==> config.mk <==
export PLATFORM = sky130hd
export DESIGN_NAME = distributed_illuminance_controller
export DESIGN_NICKNAME = d
export VERILOG_FILES = /design/src/sv/dic_pkg.sv /design/src/sv/dic_ctrl.sv /design/src/sv/dic_datapath.sv /design/src/sv/distributed_illuminance_controller.sv
export SDC_FILE = /design/constraint.sdc
export NUM_CORES = 2
export LEC_CHECK = 0
export ABC_AREA = 1
export ABC_CLOCK_PERIOD_IN_PS = 6150
export BUFFER_PORTS_ARGS = -buffer_cell sky130_fd_sc_hd__buf_2
export CAP_MARGIN = 5
export CORE_UTILIZATION = 50
export CTS_CLUSTER_DIAMETER = 100
export DETAILED_ROUTE_END_ITERATION = 16
export HOLD_SLACK_MARGIN = 0.06
export PLACE_DENSITY_LB_ADDON = 0.15
export SKIP_LAST_GASP = 1
export SYNTH_ARGS = -nofsm -noshare
export SYNTH_HDL_FRONTEND = slang
export SYNTH_SLANG_ARGS = --single-unit
==> constraint.sdc <==
create_clock -name i_clk -period 6.15 [get_ports i_clk]
set_input_delay 1.845 -clock i_clk [delete_from_list [all_inputs] [get_ports i_clk]]
set_output_delay 1.845 -clock i_clk [all_outputs]
set_load 0.02 [all_outputs]
==> src/sv/dic_pkg.sv <==
// Shared types and constants for the distributed illuminance controller.
// No dependencies; used by dic_ctrl, dic_datapath and the top level.
`default_nettype none

package dic_pkg;

    localparam int DIC_MAX_NODES = 8;      // default table depth
    localparam int DIV_BITS      = 15;     // quotient bits below full scale
    localparam int LUX_SHIFT     = 19;     // Q12.4 lux to Q9.23 products

    localparam logic [15:0] FULL_DIM = 16'd32768;

    typedef enum logic [1:0] {
        OP_TICK   = 2'd0,
        OP_INTENT = 2'd1,
        OP_LUX    = 2'd2,
        OP_LOAD   = 2'd3
    } t_op;

    typedef enum logic [2:0] {
        ST_WAIT      = 3'd0,
        ST_OWN       = 3'd1,
        ST_INTENT    = 3'd2,
        ST_UNKNOWN   = 3'd3,
        ST_DIST_SET  = 3'd4,
        ST_LOADED    = 3'd5,
        ST_FINISHED  = 3'd6,
        ST_ZERO_GAIN = 3'd7
    } t_status;

    typedef enum logic [1:0] {
        CFG_NODE_COUNT = 2'd0,
        CFG_OWN_INDEX  = 2'd1,
        CFG_REFERENCE  = 2'd2,
        CFG_ITER_LIMIT = 2'd3
    } t_cfg_idx;

    typedef struct packed {
        t_op         op;
        logic [7:0]  src_id;
        logic [15:0] value;
        logic [2:0]  entry_index;
        logic [15:0] gain;
    } t_in_beat;

    typedef struct packed {
        t_status     status;
        logic [15:0] dimming;
        logic [15:0] disturbance;
        logic [15:0] iteration;
    } t_out_beat;

    typedef enum logic [3:0] {
        S_IDLE,
        S_DECODE,
        S_MUL,
        S_ACC,
        S_LUX,
        S_DIV_INIT,
        S_DIV_CHK,
        S_DIV_SAT,
        S_DIV_STEP,
        S_SEARCH,
        S_OUT_SEL,
        S_FINISH
    } t_state;

    // Controller to datapath
    typedef struct packed {
        logic capture;
        logic decode;
        logic mul;
        logic acc;
        logic lux;
        logic div_init;
        logic div_chk;
        logic div_sat;
        logic div_step;
        logic search;
        logic out_sel;
        logic out_load;
    } t_cmd;

    // Datapath to controller
    typedef struct packed {
        t_op  op;
        logic finished;
        logic turn_oor;
        logic turn_zero;
        logic last;
        logic match;
        logic gain_zero;
        logic le0;
        logic sat;
        logic div_last;
        logic out_busy;
    } t_dp_status;

endpackage

`default_nettype wire

==> src/sv/dic_ctrl.sv <==
// Sequencer for the illuminance controller: one item at a time.
// Depends on dic_pkg; drives the command struct into dic_datapath.
`default_nettype none

module dic_ctrl
    import dic_pkg::*;
(
    input  wire        i_clk,
    input  wire        i_rst_n,
    input  wire        i_in_valid,
    input  t_dp_status i_st,
    output t_cmd       o_cmd,
    output logic       o_in_stall
);

    t_state r_state;
    t_state n_state;

    always_ff @(posedge i_clk) begin
        if (!i_rst_n) begin
            r_state <= S_IDLE;
        end else begin
            r_state <= n_state;
        end
    end

    always_comb begin
        n_state    = r_state;
        o_cmd      = '0;
        o_in_stall = (r_state != S_IDLE);
        unique case (r_state)
            S_IDLE: begin
                if (i_in_valid) begin
                    o_cmd.capture = 1'b1;
                    n_state       = S_DECODE;
                end
            end
            S_DECODE: begin
                o_cmd.decode = 1'b1;
                unique case (i_st.op)
                    OP_TICK: begin
                        if (!i_st.finished && !i_st.turn_oor && i_st.turn_zero) begin
                            n_state = S_MUL;
                        end else begin
                            n_state = S_OUT_SEL;
                        end
                    end
                    OP_INTENT: n_state = S_SEARCH;
                    OP_LUX:    n_state = S_MUL;
                    OP_LOAD:   n_state = S_OUT_SEL;
                endcase
            end
            S_MUL: begin
                o_cmd.mul = 1'b1;
                n_state   = S_ACC;
            end
            S_ACC: begin
                o_cmd.acc = 1'b1;
                if (!i_st.last) begin
                    n_state = S_MUL;
                end else if (i_st.op == OP_LUX) begin
                    n_state = S_LUX;
                end else begin
                    n_state = S_DIV_INIT;
                end
            end
            S_LUX: begin
                o_cmd.lux = 1'b1;
                n_state   = S_OUT_SEL;
            end
            S_DIV_INIT: begin
                o_cmd.div_init = 1'b1;
                n_state        = S_DIV_CHK;
            end
            S_DIV_CHK: begin
                o_cmd.div_chk = 1'b1;
                if (i_st.gain_zero || i_st.le0) begin
                    n_state = S_OUT_SEL;
                end else begin
                    n_state = S_DIV_SAT;
                end
            end
            S_DIV_SAT: begin
                o_cmd.div_sat = 1'b1;
                n_state       = i_st.sat ? S_OUT_SEL : S_DIV_STEP;
            end
            S_DIV_STEP: begin
                o_cmd.div_step = 1'b1;
                if (i_st.div_last) begin
                    n_state = S_OUT_SEL;
                end
            end
            S_SEARCH: begin
                o_cmd.search = 1'b1;
                if (i_st.match || i_st.last) begin
                    n_state = S_OUT_SEL;
                end
            end
            S_OUT_SEL: begin
                o_cmd.out_sel = 1'b1;
                n_state       = S_FINISH;
            end
            S_FINISH: begin
                if (!i_st.out_busy) begin
                    o_cmd.out_load = 1'b1;
                    n_state        = S_IDLE;
                end
            end
            default: n_state = S_IDLE;
        endcase
    end

endmodule

`default_nettype wire

==> src/sv/dic_datapath.sv <==
// Datapath: config registers, node tables, MAC accumulator, serial divider
// and the output register. Depends on dic_pkg; commanded by dic_ctrl.
`default_nettype none

module dic_datapath
    import dic_pkg::*;
#(
    parameter int MAX_NODE_COUNT = DIC_MAX_NODES
) (
    input  wire         i_clk,
    input  wire         i_rst_n,
    input  wire         i_cfg_we,
    input  wire [1:0]   i_cfg_index,
    input  wire [15:0]  i_cfg_data,
    input  t_in_beat    i_in_data,
    input  t_cmd        i_cmd,
    input  wire         i_out_stall,
    output t_dp_status  o_st,
    output logic        o_out_valid,
    output t_out_beat   o_out_data
);

    localparam int IDX_W  = $clog2(MAX_NODE_COUNT);
    localparam int CNT_W  = $clog2(MAX_NODE_COUNT + 1);
    localparam int TURN_W = (IDX_W > 3) ? IDX_W : 3;
    localparam int ACC_W  = 36 + IDX_W;
    localparam int NUM_W  = 16 + LUX_SHIFT;

    localparam logic [CNT_W-1:0] MAX_N = CNT_W'(MAX_NODE_COUNT);

    // configuration
    logic [3:0]  r_node_count;
    logic [2:0]  r_own_index;
    logic [15:0] r_reference;
    logic [15:0] r_limit;

    // state
    logic [7:0]        r_id   [MAX_NODE_COUNT];
    logic [15:0]       r_gain [MAX_NODE_COUNT];
    logic [15:0]       r_dim  [MAX_NODE_COUNT];
    logic [15:0]       r_dist;
    logic [TURN_W-1:0] r_turn;
    logic [15:0]       r_iter;

    // work registers
    t_in_beat          r_item;
    t_status           r_status;
    logic [IDX_W-1:0]  r_j;
    logic [31:0]       r_prod;
    logic [ACC_W-1:0]  r_acc;
    logic [15:0]       r_own_gain;
    logic [NUM_W-1:0]  r_num;
    logic [DIV_BITS+15:0] r_rem;
    logic [DIV_BITS+14:0] r_div;
    logic [DIV_BITS-1:0]  r_q;
    logic [3:0]        r_k;

    logic [CNT_W-1:0]  n_eff;
    logic [IDX_W-1:0]  n_m1;
    logic [IDX_W-1:0]  own_p;
    logic [15:0]       rd_gain;
    logic [15:0]       rd_dim;
    logic [7:0]        rd_id;
    logic [ACC_W-1:0]  pos;
    logic [ACC_W-1:0]  diff;
    logic              rem_ge;
    logic [DIV_BITS-1:0] q_next;
    logic [15:0]       tot;
    logic [15:0]       intent_dim;
    logic              dim_we;
    logic [IDX_W-1:0]  dim_wa;
    logic [15:0]       dim_wd;

    always_comb begin
        if (r_node_count == 4'd0) begin
            n_eff = CNT_W'(1);
        end else if (int'(r_node_count) > MAX_NODE_COUNT) begin
            n_eff = MAX_N;
        end else begin
            n_eff = CNT_W'(r_node_count);
        end
    end

    assign n_m1  = IDX_W'(n_eff - CNT_W'(1));
    assign own_p = (int'(r_own_index) < int'(n_eff)) ? IDX_W'(r_own_index) : n_m1;

    assign rd_gain = r_gain[r_j];
    assign rd_dim  = r_dim[r_j];
    assign rd_id   = r_id[r_j];

    assign pos    = ACC_W'({r_reference, {LUX_SHIFT{1'b0}}});
    assign diff   = pos - r_acc;
    assign rem_ge = (r_rem >= {1'b0, r_div});
    assign q_next = {r_q[DIV_BITS-2:0], rem_ge};
    assign tot    = (|r_acc[ACC_W-1:NUM_W]) ? 16'hFFFF : r_acc[NUM_W-1:LUX_SHIFT];
    assign intent_dim = (r_item.value > FULL_DIM) ? FULL_DIM : r_item.value;

    always_comb begin
        o_st.op        = r_item.op;
        o_st.finished  = (r_iter > r_limit);
        o_st.turn_oor  = (int'(r_turn) >= int'(n_eff));
        o_st.turn_zero = (r_turn == '0);
        o_st.last      = (r_j == n_m1);
        o_st.match     = (rd_id == r_item.src_id);
        o_st.gain_zero = (r_own_gain == 16'd0);
        o_st.le0       = (pos <= r_acc);
        o_st.sat       = (r_num[NUM_W-1:DIV_BITS] >= {4'd0, r_own_gain});
        o_st.div_last  = (r_k == 4'(DIV_BITS - 1));
        o_st.out_busy  = o_out_valid && i_out_stall;
    end

    // single write port into the dimming table
    always_comb begin
        dim_we = 1'b0;
        dim_wa = own_p;
        dim_wd = 16'd0;
        if (i_cmd.div_chk && !o_st.gain_zero && o_st.le0) begin
            dim_we = 1'b1;
        end else if (i_cmd.div_sat && o_st.sat) begin
            dim_we = 1'b1;
            dim_wd = FULL_DIM;
        end else if (i_cmd.div_step && o_st.div_last) begin
            dim_we = 1'b1;
            dim_wd = {1'b0, q_next};
        end else if (i_cmd.search && o_st.match) begin
            dim_we = 1'b1;
            dim_wa = r_j;
            dim_wd = intent_dim;
        end
    end

    // control state, config and dimming table
    always_ff @(posedge i_clk) begin
        if (!i_rst_n) begin
            r_node_count <= 4'd1;
            r_own_index  <= 3'd0;
            r_reference  <= 16'd0;
            r_limit      <= 16'd1000;
            r_dist       <= 16'd0;
            r_turn       <= '0;
            r_iter       <= 16'd0;
            o_out_valid  <= 1'b0;
            for (int i = 0; i < MAX_NODE_COUNT; i++) begin
                r_dim[i] <= 16'd0;
            end
        end else begin
            if (i_cfg_we) begin
                unique case (t_cfg_idx'(i_cfg_index))
                    CFG_NODE_COUNT: r_node_count <= i_cfg_data[3:0];
                    CFG_OWN_INDEX: begin
                        r_own_index <= i_cfg_data[2:0];
                        r_turn      <= TURN_W'(i_cfg_data[2:0]);
                    end
                    CFG_REFERENCE:  r_reference <= i_cfg_data;
                    CFG_ITER_LIMIT: r_limit     <= i_cfg_data;
                endcase
            end
            if (i_cmd.decode && r_item.op == OP_TICK && !o_st.finished) begin
                if (r_iter != 16'hFFFF) begin
                    r_iter <= r_iter + 16'd1;
                end
                if (o_st.turn_oor || o_st.turn_zero) begin
                    r_turn <= TURN_W'(n_m1);
                end else begin
                    r_turn <= r_turn - TURN_W'(1);
                end
            end
            if (i_cmd.lux) begin
                r_dist <= (r_item.value > tot) ? (r_item.value - tot) : 16'd0;
            end
            if (dim_we) begin
                r_dim[dim_wa] <= dim_wd;
            end
            if (i_cmd.out_load) begin
                o_out_valid <= 1'b1;
            end else if (!i_out_stall) begin
                o_out_valid <= 1'b0;
            end
        end
    end

    // payload: tables loaded by op 3, item, MAC and divider
    always_ff @(posedge i_clk) begin
        if (i_cmd.capture) begin
            r_item <= i_in_data;
        end
        if (i_cmd.decode) begin
            r_acc <= '0;
            r_j   <= '0;
            unique case (r_item.op)
                OP_TICK:   r_status <= o_st.finished ? ST_FINISHED : ST_WAIT;
                OP_INTENT: r_status <= ST_UNKNOWN;
                OP_LUX:    r_status <= ST_DIST_SET;
                OP_LOAD: begin
                    r_status <= ST_LOADED;
                    if (int'(r_item.entry_index) < MAX_NODE_COUNT) begin
                        r_id[IDX_W'(r_item.entry_index)]   <= r_item.src_id;
                        r_gain[IDX_W'(r_item.entry_index)] <= r_item.gain;
                    end
                end
            endcase
        end
        if (i_cmd.mul) begin
            // own term is left out of the neighbour sum on a tick
            if (r_item.op == OP_TICK && r_j == own_p) begin
                r_prod <= 32'd0;
            end else begin
                r_prod <= {16'd0, rd_gain} * {16'd0, rd_dim};
            end
            if (r_j == own_p) begin
                r_own_gain <= rd_gain;
            end
        end
        if (i_cmd.acc) begin
            r_acc <= r_acc + ACC_W'(r_prod);
            if (!o_st.last) begin
                r_j <= r_j + IDX_W'(1);
            end
        end
        if (i_cmd.div_init) begin
            r_acc <= r_acc + ACC_W'({r_dist, {LUX_SHIFT{1'b0}}});
        end
        if (i_cmd.div_chk) begin
            r_status <= o_st.gain_zero ? ST_ZERO_GAIN : ST_OWN;
            r_num    <= diff[NUM_W-1:0];
        end
        if (i_cmd.div_sat) begin
            r_rem <= r_num[DIV_BITS+15:0];
            r_div <= {r_own_gain, {(DIV_BITS-1){1'b0}}};
            r_q   <= '0;
            r_k   <= 4'd0;
        end
        if (i_cmd.div_step) begin
            if (rem_ge) begin
                r_rem <= r_rem - {1'b0, r_div};
            end
            r_div <= r_div >> 1;
            r_q   <= q_next;
            r_k   <= r_k + 4'd1;
        end
        if (i_cmd.search) begin
            if (o_st.match) begin
                r_status <= ST_INTENT;
            end else if (!o_st.last) begin
                r_j <= r_j + IDX_W'(1);
            end
        end
        if (i_cmd.out_sel) begin
            r_j <= own_p;
        end
        if (i_cmd.out_load) begin
            o_out_data.status      <= r_status;
            o_out_data.dimming     <= rd_dim;
            o_out_data.disturbance <= r_dist;
            o_out_data.iteration   <= r_iter;
        end
    end

endmodule

`default_nettype wire

==> src/sv/distributed_illuminance_controller.sv <==
// Top level of one distributed illuminance controller node.
// Depends on dic_pkg, dic_ctrl and dic_datapath.
`default_nettype none

// One node of a round-robin (Gauss-Seidel) lighting control loop. Each input
// beat is an operation: tick, neighbour intent, lux measurement or table
// load; each produces exactly one result beat with a status code, the own
// dimming level (Q1.15), the disturbance estimate (Q12.4) and the tick count.
// Items are handled one at a time; i_in_data is taken in the idle state and
// o_in_stall stays high until the result is in the output register, which
// may still be waiting on i_out_stall while the next item is accepted.
// Steps per item: a table load and a plain or finished tick go straight to
// the output select; an intent searches the table entry by entry until an
// id matches or the last entry is tried; a lux measurement makes a multiply
// and an accumulate step per table entry; an own-turn tick makes the same
// sequential MAC pass and then runs the restoring divider, which is skipped
// for a zero own gain or a non-positive numerator and cut short at full scale.
// A result still held by i_out_stall keeps the node in its finish state.
// Config writes (index, 16-bit data) are always ready and must only be
// issued while the node is idle. Node id and gain entries must be loaded
// before they are used.
module distributed_illuminance_controller
    import dic_pkg::*;
#(
    parameter int MAX_NODE_COUNT = DIC_MAX_NODES
) (
    input  wire        i_clk,
    input  wire        i_rst_n,
    input  wire        i_in_valid,
    output logic       o_in_stall,
    input  t_in_beat   i_in_data,
    output logic       o_out_valid,
    input  wire        i_out_stall,
    output t_out_beat  o_out_data,
    input  wire        i_cfg_valid,
    output logic       o_cfg_ready,
    input  wire [1:0]  i_cfg_index,
    input  wire [15:0] i_cfg_data
);

    t_cmd       cmd;
    t_dp_status st;

    assign o_cfg_ready = 1'b1;

    dic_ctrl u_ctrl (
        .i_clk      (i_clk),
        .i_rst_n    (i_rst_n),
        .i_in_valid (i_in_valid),
        .i_st       (st),
        .o_cmd      (cmd),
        .o_in_stall (o_in_stall)
    );

    dic_datapath #(
        .MAX_NODE_COUNT (MAX_NODE_COUNT)
    ) u_dp (
        .i_clk       (i_clk),
        .i_rst_n     (i_rst_n),
        .i_cfg_we    (i_cfg_valid && o_cfg_ready),
        .i_cfg_index (i_cfg_index),
        .i_cfg_data  (i_cfg_data),
        .i_in_data   (i_in_data),
        .i_cmd       (cmd),
        .i_out_stall (i_out_stall),
        .o_st        (st),
        .o_out_valid (o_out_valid),
        .o_out_data  (o_out_data)
    );

    // an accepted beat blocks the input until its result is out
    a_busy_after_accept: assert property (@(posedge i_clk) disable iff (!i_rst_n)
        (i_in_valid && !o_in_stall) |=> o_in_stall)
        else $error("input not stalled after accept");

    // the sequencer issues at most one command per cycle
    a_one_cmd: assert property (@(posedge i_clk) disable iff (!i_rst_n)
        $onehot0(cmd))
        else $error("more than one datapath command");

    // a result never overwrites one still waiting downstream
    a_no_overwrite: assert property (@(posedge i_clk) disable iff (!i_rst_n)
        cmd.out_load |-> !(o_out_valid && i_out_stall))
        else $error("result overwritten");

    // dimming never exceeds full scale
    a_dim_range: assert property (@(posedge i_clk) disable iff (!i_rst_n)
        o_out_valid |-> (o_out_data.dimming <= FULL_DIM))
        else $error("dimming above full scale");

endmodule

`default_nettype wire

After elaboration in Yosys (flattened, before gate mapping)
Memory sizes are Yosys's and may differ from the RTL's. A register that Yosys moved wholly into a read port is not among the register bits. Index checks and enable logic that the tools add are counted.

Output and inout port bits: 54. Register bits after elaboration: 382. Word-level logic and storage cells: 202. Input port bits: 68. Bits in writable memories: 320. Memories kept: 3.

Memory list: u_dp.r_dim (words 8, bits a word 16, rd ports 1, clocked after memory_dff 1, write ports 8, RTL line dic_datapath.sv:40) `logic [15:0] r_dim [MAX_NODE_COUNT];`; u_dp.r_gain (words 8, bits a word 16, rd ports 1, clocked after memory_dff 1, write ports 1, RTL line dic_datapath.sv:39) `logic [15:0] r_gain [MAX_NODE_COUNT];`; u_dp.r_id (words 8, bits a word 8, rd ports 1, clocked after memory_dff 1, write ports 1, RTL line dic_datapath.sv:38) `logic [7:0] r_id [MAX_NODE_COUNT];`.

Mux-type cells: 85. Equal/unequal tests: 27. Add/sub/neg operators: 10. Multiply operators: 1. Magnitude comparators: 9. Reductions and logical operators: 38.

Operators with widths (count): 2-to-1 mux 16 bit (8); 2-to-1 mux 39 bit (3); 2-to-1 mux 31 bit (3); 2-to-1 mux 3 bit (24); 2-to-1 mux 29 bit (2); case mux 4 bit (12 select lines) (1); 2-to-1 mux 4 bit (10); adder 39 x 32 -> 39 bit (1); adder 39 x 35 -> 39 bit (1); <= comparator 35 x 39 -> 1 bit (1); subtractor 35 bit (1); > comparator 16 bit (2); multiplier 16 x 16 -> 32 bit (1); greater-or-equal comparator 31 x 30 -> 1 bit (1); subtractor 31 x 30 -> 31 bit (1); 2-to-1 mux 1 bit (29); 2-to-1 mux 14 bit (2); == test 4 bit (second input constant) (5); greater-or-equal comparator 20 x 16 -> 1 bit (1); adder 16 x 1 -> 16 bit (second input constant) (1); == test 4 x 3 -> 1 bit (second input constant) (4); > comparator 16 bit (second input constant) (1); zero test 16 bit (1); != test 16 bit (second input constant) (1); other kinds (31) (65).

Logic depth before layout (Yosys ltp)
Word-level depth: 12. Gate-level depth with buffers: 37. Gate-level depth less buffers: 33.

Modules after synthesis
Synthesis repeated with hierarchy kept, for this count alone.

Cells, all modules: 4878. Area total of the unflattened synthesis: 44238.7 µm².

Modules (own cells, without submodules): dic_datapath (cells an instance 4782, area each 43757.0 µm², seq. area each 19829.0 µm², instances 1); dic_ctrl (cells an instance 94, area each 470.5 µm², seq. area each 80.1 µm², instances 1); distributed_illuminance_controller (cells an instance 2, area each 11.3 µm², seq. area each 0.0 µm², instances 1).

Worst setup path after synthesis
OpenSTA, ideal clock, no wires.

Path type: register to register. Start point: register u_dp.r_j[1]. End point: register u_dp.r_prod[29] (data pin). Period minus slack after synthesis: 6.740 ns. Data arrival time: 6.484 ns. Required time: 5.894 ns. Library setup time: 0.256 ns. Cell stages (with the launch flop): 33. Setup slack: -0.590 ns. Buffers on the path: 5. Path through: dfxtp_1 > buf_4 > buf_2 > buf_2 > clkbuf_1 > o21ai_0 > o22ai_1 > inv_1 > o21ai_0 > clkbuf_1 > nand2_1 > fa_1 > inv_1 > fa_1 > fa_1 > fa_1 > fa_1 > inv_1 > fa_1 > inv_1 > ha_1 > nand2_1 > inv_1 > nand2_1 > nor3_1 > nand4_1 > nand3_1 > a21o_1 > nand2_1 > nand3_1 > nand2_1 > inv_1 > nor2_1.

RTL lines: start: declaration (RTL line dic_datapath.sv:48) `logic [IDX_W-1:0] r_j;`; start signal: assignment (RTL line dic_datapath.sv:217) `r_j <= r_j + IDX_W'(1);`; start signal: assignment (RTL line dic_datapath.sv:245) `r_j <= r_j + IDX_W'(1);`; start signal: assignment (RTL line dic_datapath.sv:249) `r_j <= own_p;`; end signal: assignment (RTL line dic_datapath.sv:208) `r_prod <= {16'd0, rd_gain} * {16'd0, rd_dim};`; end: declaration (RTL line dic_datapath.sv:49) `logic [31:0] r_prod;`.

==> results.json <==
{
  "required_ns": 6.52,
  "setup_viol": 21,
  "grt_max_degree": 49,
  "crit_path_frequent_cell": "fa_1",
  "path_max_fanout": 10,
  "grt_pass1_wl_mm": 198,
  "routed_wl_mm": 128,
  "fin_cells": 6445,
  "whs_path_depth": 2,
  "final_cell_mix": "821 x nand2_1, 658 x inv_1, 591 x nor2_1",
  "cts_tree": "done",
  "synth_compound_area_frac": 0.100,
  "crit_path_end_kind": "flop",
  "grt_pass1_vias": 34600,
  "post-route-util": 0.592,
  "slowest_stage": "fa_1",
  "fp-row-count": 108,
  "synthAdderAreaFrac": 0.163,
  "synth_xor_area_frac": 0.0257,
  "yosysWarnings": 0,
  "grtUsageTotal": 0.287,
  "routabilityCongestion": 0.964,
  "hpwl_mm": 94.8,
  "slew_viol_final": 0,
  "hold_violations": 0,
  "netlist_area_um2": 44300,
  "overflow": 0,
  "synthArstFlopShare": 0,
  "cts_buffers": 80,
  "fin_ws_ns": -0.417,
  "synth.area.mux_share": 0.00226,
  "antenna_found_initial": 3,
  "via_count": 35300,
  "coreArea_um2": 87300,
  "clk_pin_slew_worst_paths_ns": 0.06,
  "ios": 122,
  "nets": 5751,
  "cap_violations": 0,
  "layout_commonest_cell": "nand2_1",
  "slowest_delay_ns": 0.57,
  "initialDrtViolationCount": 2951,
  "max_freq_mhz": 152,
  "post_drt_wl_per_cell_um": 19.8,
  "fp.dieW_um": 300,
  "placed_cells": 6274,
  "hold_path.class": "reg2reg",
  "r2r_cells": 30,
  "syn_avg_cell_area_um2": 9.11,
  "synth-simple-area-share": 0.182,
  "fp.dieH_um": 300,
  "ctsHoldBuffers": 0,
  "synthToLayoutAreaGrowth_pct": 16.8,
  "initial_core_util": 0.507,
  "worstSetupStartpoint": "u_dp.r_j[0]$_DFF_P_",
  "regToRegSetupSlack_ns": -0.42,
  "clock_latency_ns": 0.66,
  "violations": "setup timing",
  "relSlewSlack": 0.313,
  "netlist_instances": 4861,
  "dpl_cell_area_um2": 48500,
  "seq_area_frac_synth": 0.450,
  "r2r_start": "u_dp.r_j[0]$_DFF_P_",
  "numPortBuffers": 120,
  "crit_end": "u_dp.r_prod[28]$_SDFFCE_PP0P_",
  "synth-edff-count": 585,
  "period_share": 1.07,
  "stdcell_area_um2": 51700,
  "dr.pass1.iters": 6,
  "cp-start-kind": "flop",
  "skew_ns": 0.0289,
  "htree_levels": 3,
  "synth_fp_nets": 5386,
  "post_route_cells_drive_above_1_share": 0.150,
  "synthFlopType": "edfxtp_1",
  "worstSetupPathType": "reg2reg",
  "drc": 0,
  "synth_top_family_by_area": "simple AND/OR/NAND/NOR gates",
  "synth.distinct_cells": 52,
  "period_needed_ns": 6.57,
  "clockBufferDepth": 3,
  "final.setup.tns_ns": -6.28,
  "detail-route-antenna-nets": 0,
  "root_buffer": "clkbuf_16",
  "cp.arrival_ns": 6.94,
  "worst_pin_slew_ns": 1.03,
  "reg2reg_to": "u_dp.r_prod[28]$_SDFFCE_PP0P_",
  "via_per_inst": 5.47,
  "clkSinkCount": 702,
  "ys_ff_latch": 702,
  "dieArea_um2": 89700,
  "status": "complete, but fails checks",
  "rsz0062_at_grt": "yes"
}
-- metal layers --
metal	GRT usage	vias up	share of wire
met5	0	-	0
met4	0.102	0	0.037
met3	0.0370	226	0.063
met2	0.455	1159	0.45
met1	0.404	17000	0.44
li1	-	16900	-
-- Yosys cell counts (117+ instances only) --
library cell | instances | area, um2
nor2_1 | 617 | 2320
inv_1 | 671 | 2520
o21ai_0 | 353 | 1770
ha_1 | 259 | 3240
nand3_1 | 179 | 896
edfxtp_1 | 585 | 17600
a21oi_1 | 239 | 1200
dfxtp_1 | 117 | 2340
fa_1 | 198 | 3960
nor3_1 | 134 | 671
nand2_1 | 832 | 3120
-- critical path, delay by kind of cell (launching register included) --
family	cells	cell delay, ns
AND/OR/NAND/NOR	8	0.81
buffers and inverters	10	1.04
adder cells (fa/ha/maj)	7	3.44
flip-flops	1	0.39
XOR/XNOR	1	0.14
AO/OA/AOI/OAI	4	0.43
-- worst min-delay path by stage --
| stage | from | slack, ns | endpoint |
|---|---|---|---|
| 6_report | u_dp.r_limit[2]$_SDFFE_PN0P_ | 0.46 | u_dp.r_limit[2]$_SDFFE_PN0P_ |
| 5_1_grt | u_dp.r_node_count[0]$_SDFFE_PN1P_ | 0.49 | u_dp.r_node_count[0]$_SDFFE_PN1P_ |
| 4_1_cts | u_dp.r_limit[2]$_SDFFE_PN0P_ | 0.46 | u_dp.r_limit[2]$_SDFFE_PN0P_ |
| 3_5_place_dp | u_dp.r_node_count[0]$_SDFFE_PN1P_ | 0.45 | u_dp.r_node_count[0]$_SDFFE_PN1P_ |
| 3_3_place_gp | u_dp.r_node_count[0]$_SDFFE_PN1P_ | 0.44 | u_dp.r_node_count[0]$_SDFFE_PN1P_ |
| 2_1_floorplan | u_dp.r_status[2]$_DFF_P_ | 0.41 | u_dp.o_out_data[50]$_DFFE_PP_ |
-- state kept, by name (all words and copies together) (netlist names), 31 cells and up --
name,cells
u_dp.r_num,35
u_dp.r_prod,32
u_dp.r_acc,39
u_dp.r_gain,128
u_dp.r_dim,128
u_dp.r_rem,31
u_dp.r_id,64
u_dp.o_out_data,51
u_dp.r_item,43
-- repair_timing --
| item | 4_1_cts | 5_1_grt |
|---|---|---|
| gates cloned | 1 | 0 |
| resized for setup | 55 | 25 |
| buffers inserted | 21 | 3 |
| pin swaps | 32 | 12 |
| endpoints found under the setup margin | 23 | 23 |
-- final cells by class --
cell class                      instances  area [um2]
Sequential cell                       702       19900
Tap cell                             1155        1450
Antenna cell                            1        2.50
Inverter                              700        2650
Clock inverter                         48         543
Clock buffer                           97        2140
Timing Repair Buffer                  436        3410
Multi-Input combinational cell       3306       21600
Fill cell                            7729       35600
-- per-stage QoR --
step | setup WS [ns] | hold WS, ns
final | -0.417 | 0.459
after global placement | -0.596 | 0.440
after detailed placement | -0.678 | 0.451
after global routing | -0.684 | 0.490
after floorplan | -0.0110 | 0.409
after CTS | -0.386 | 0.460
-- cell families (layout without fill, tap and decap cells) --
| family | after synthesis | in the layout |
|---|---|---|
| buffers and inverters | 853 | 1281 |
| xor gates and xnor gates | 130 | 130 |
| and+or+nand+nor | 1895 | 1895 |
| DFF | 702 | 702 |
| AOI/OAI and AO/OA | 813 | 813 |
| adders and majority gates | 457 | 457 |
| muxes | 10 | 10 |
| other | 1 | 2 |
Power is left out: the tool's default activity adds up to more than one toggle a clock period on the data nets, which glitch-free logic cannot reach.
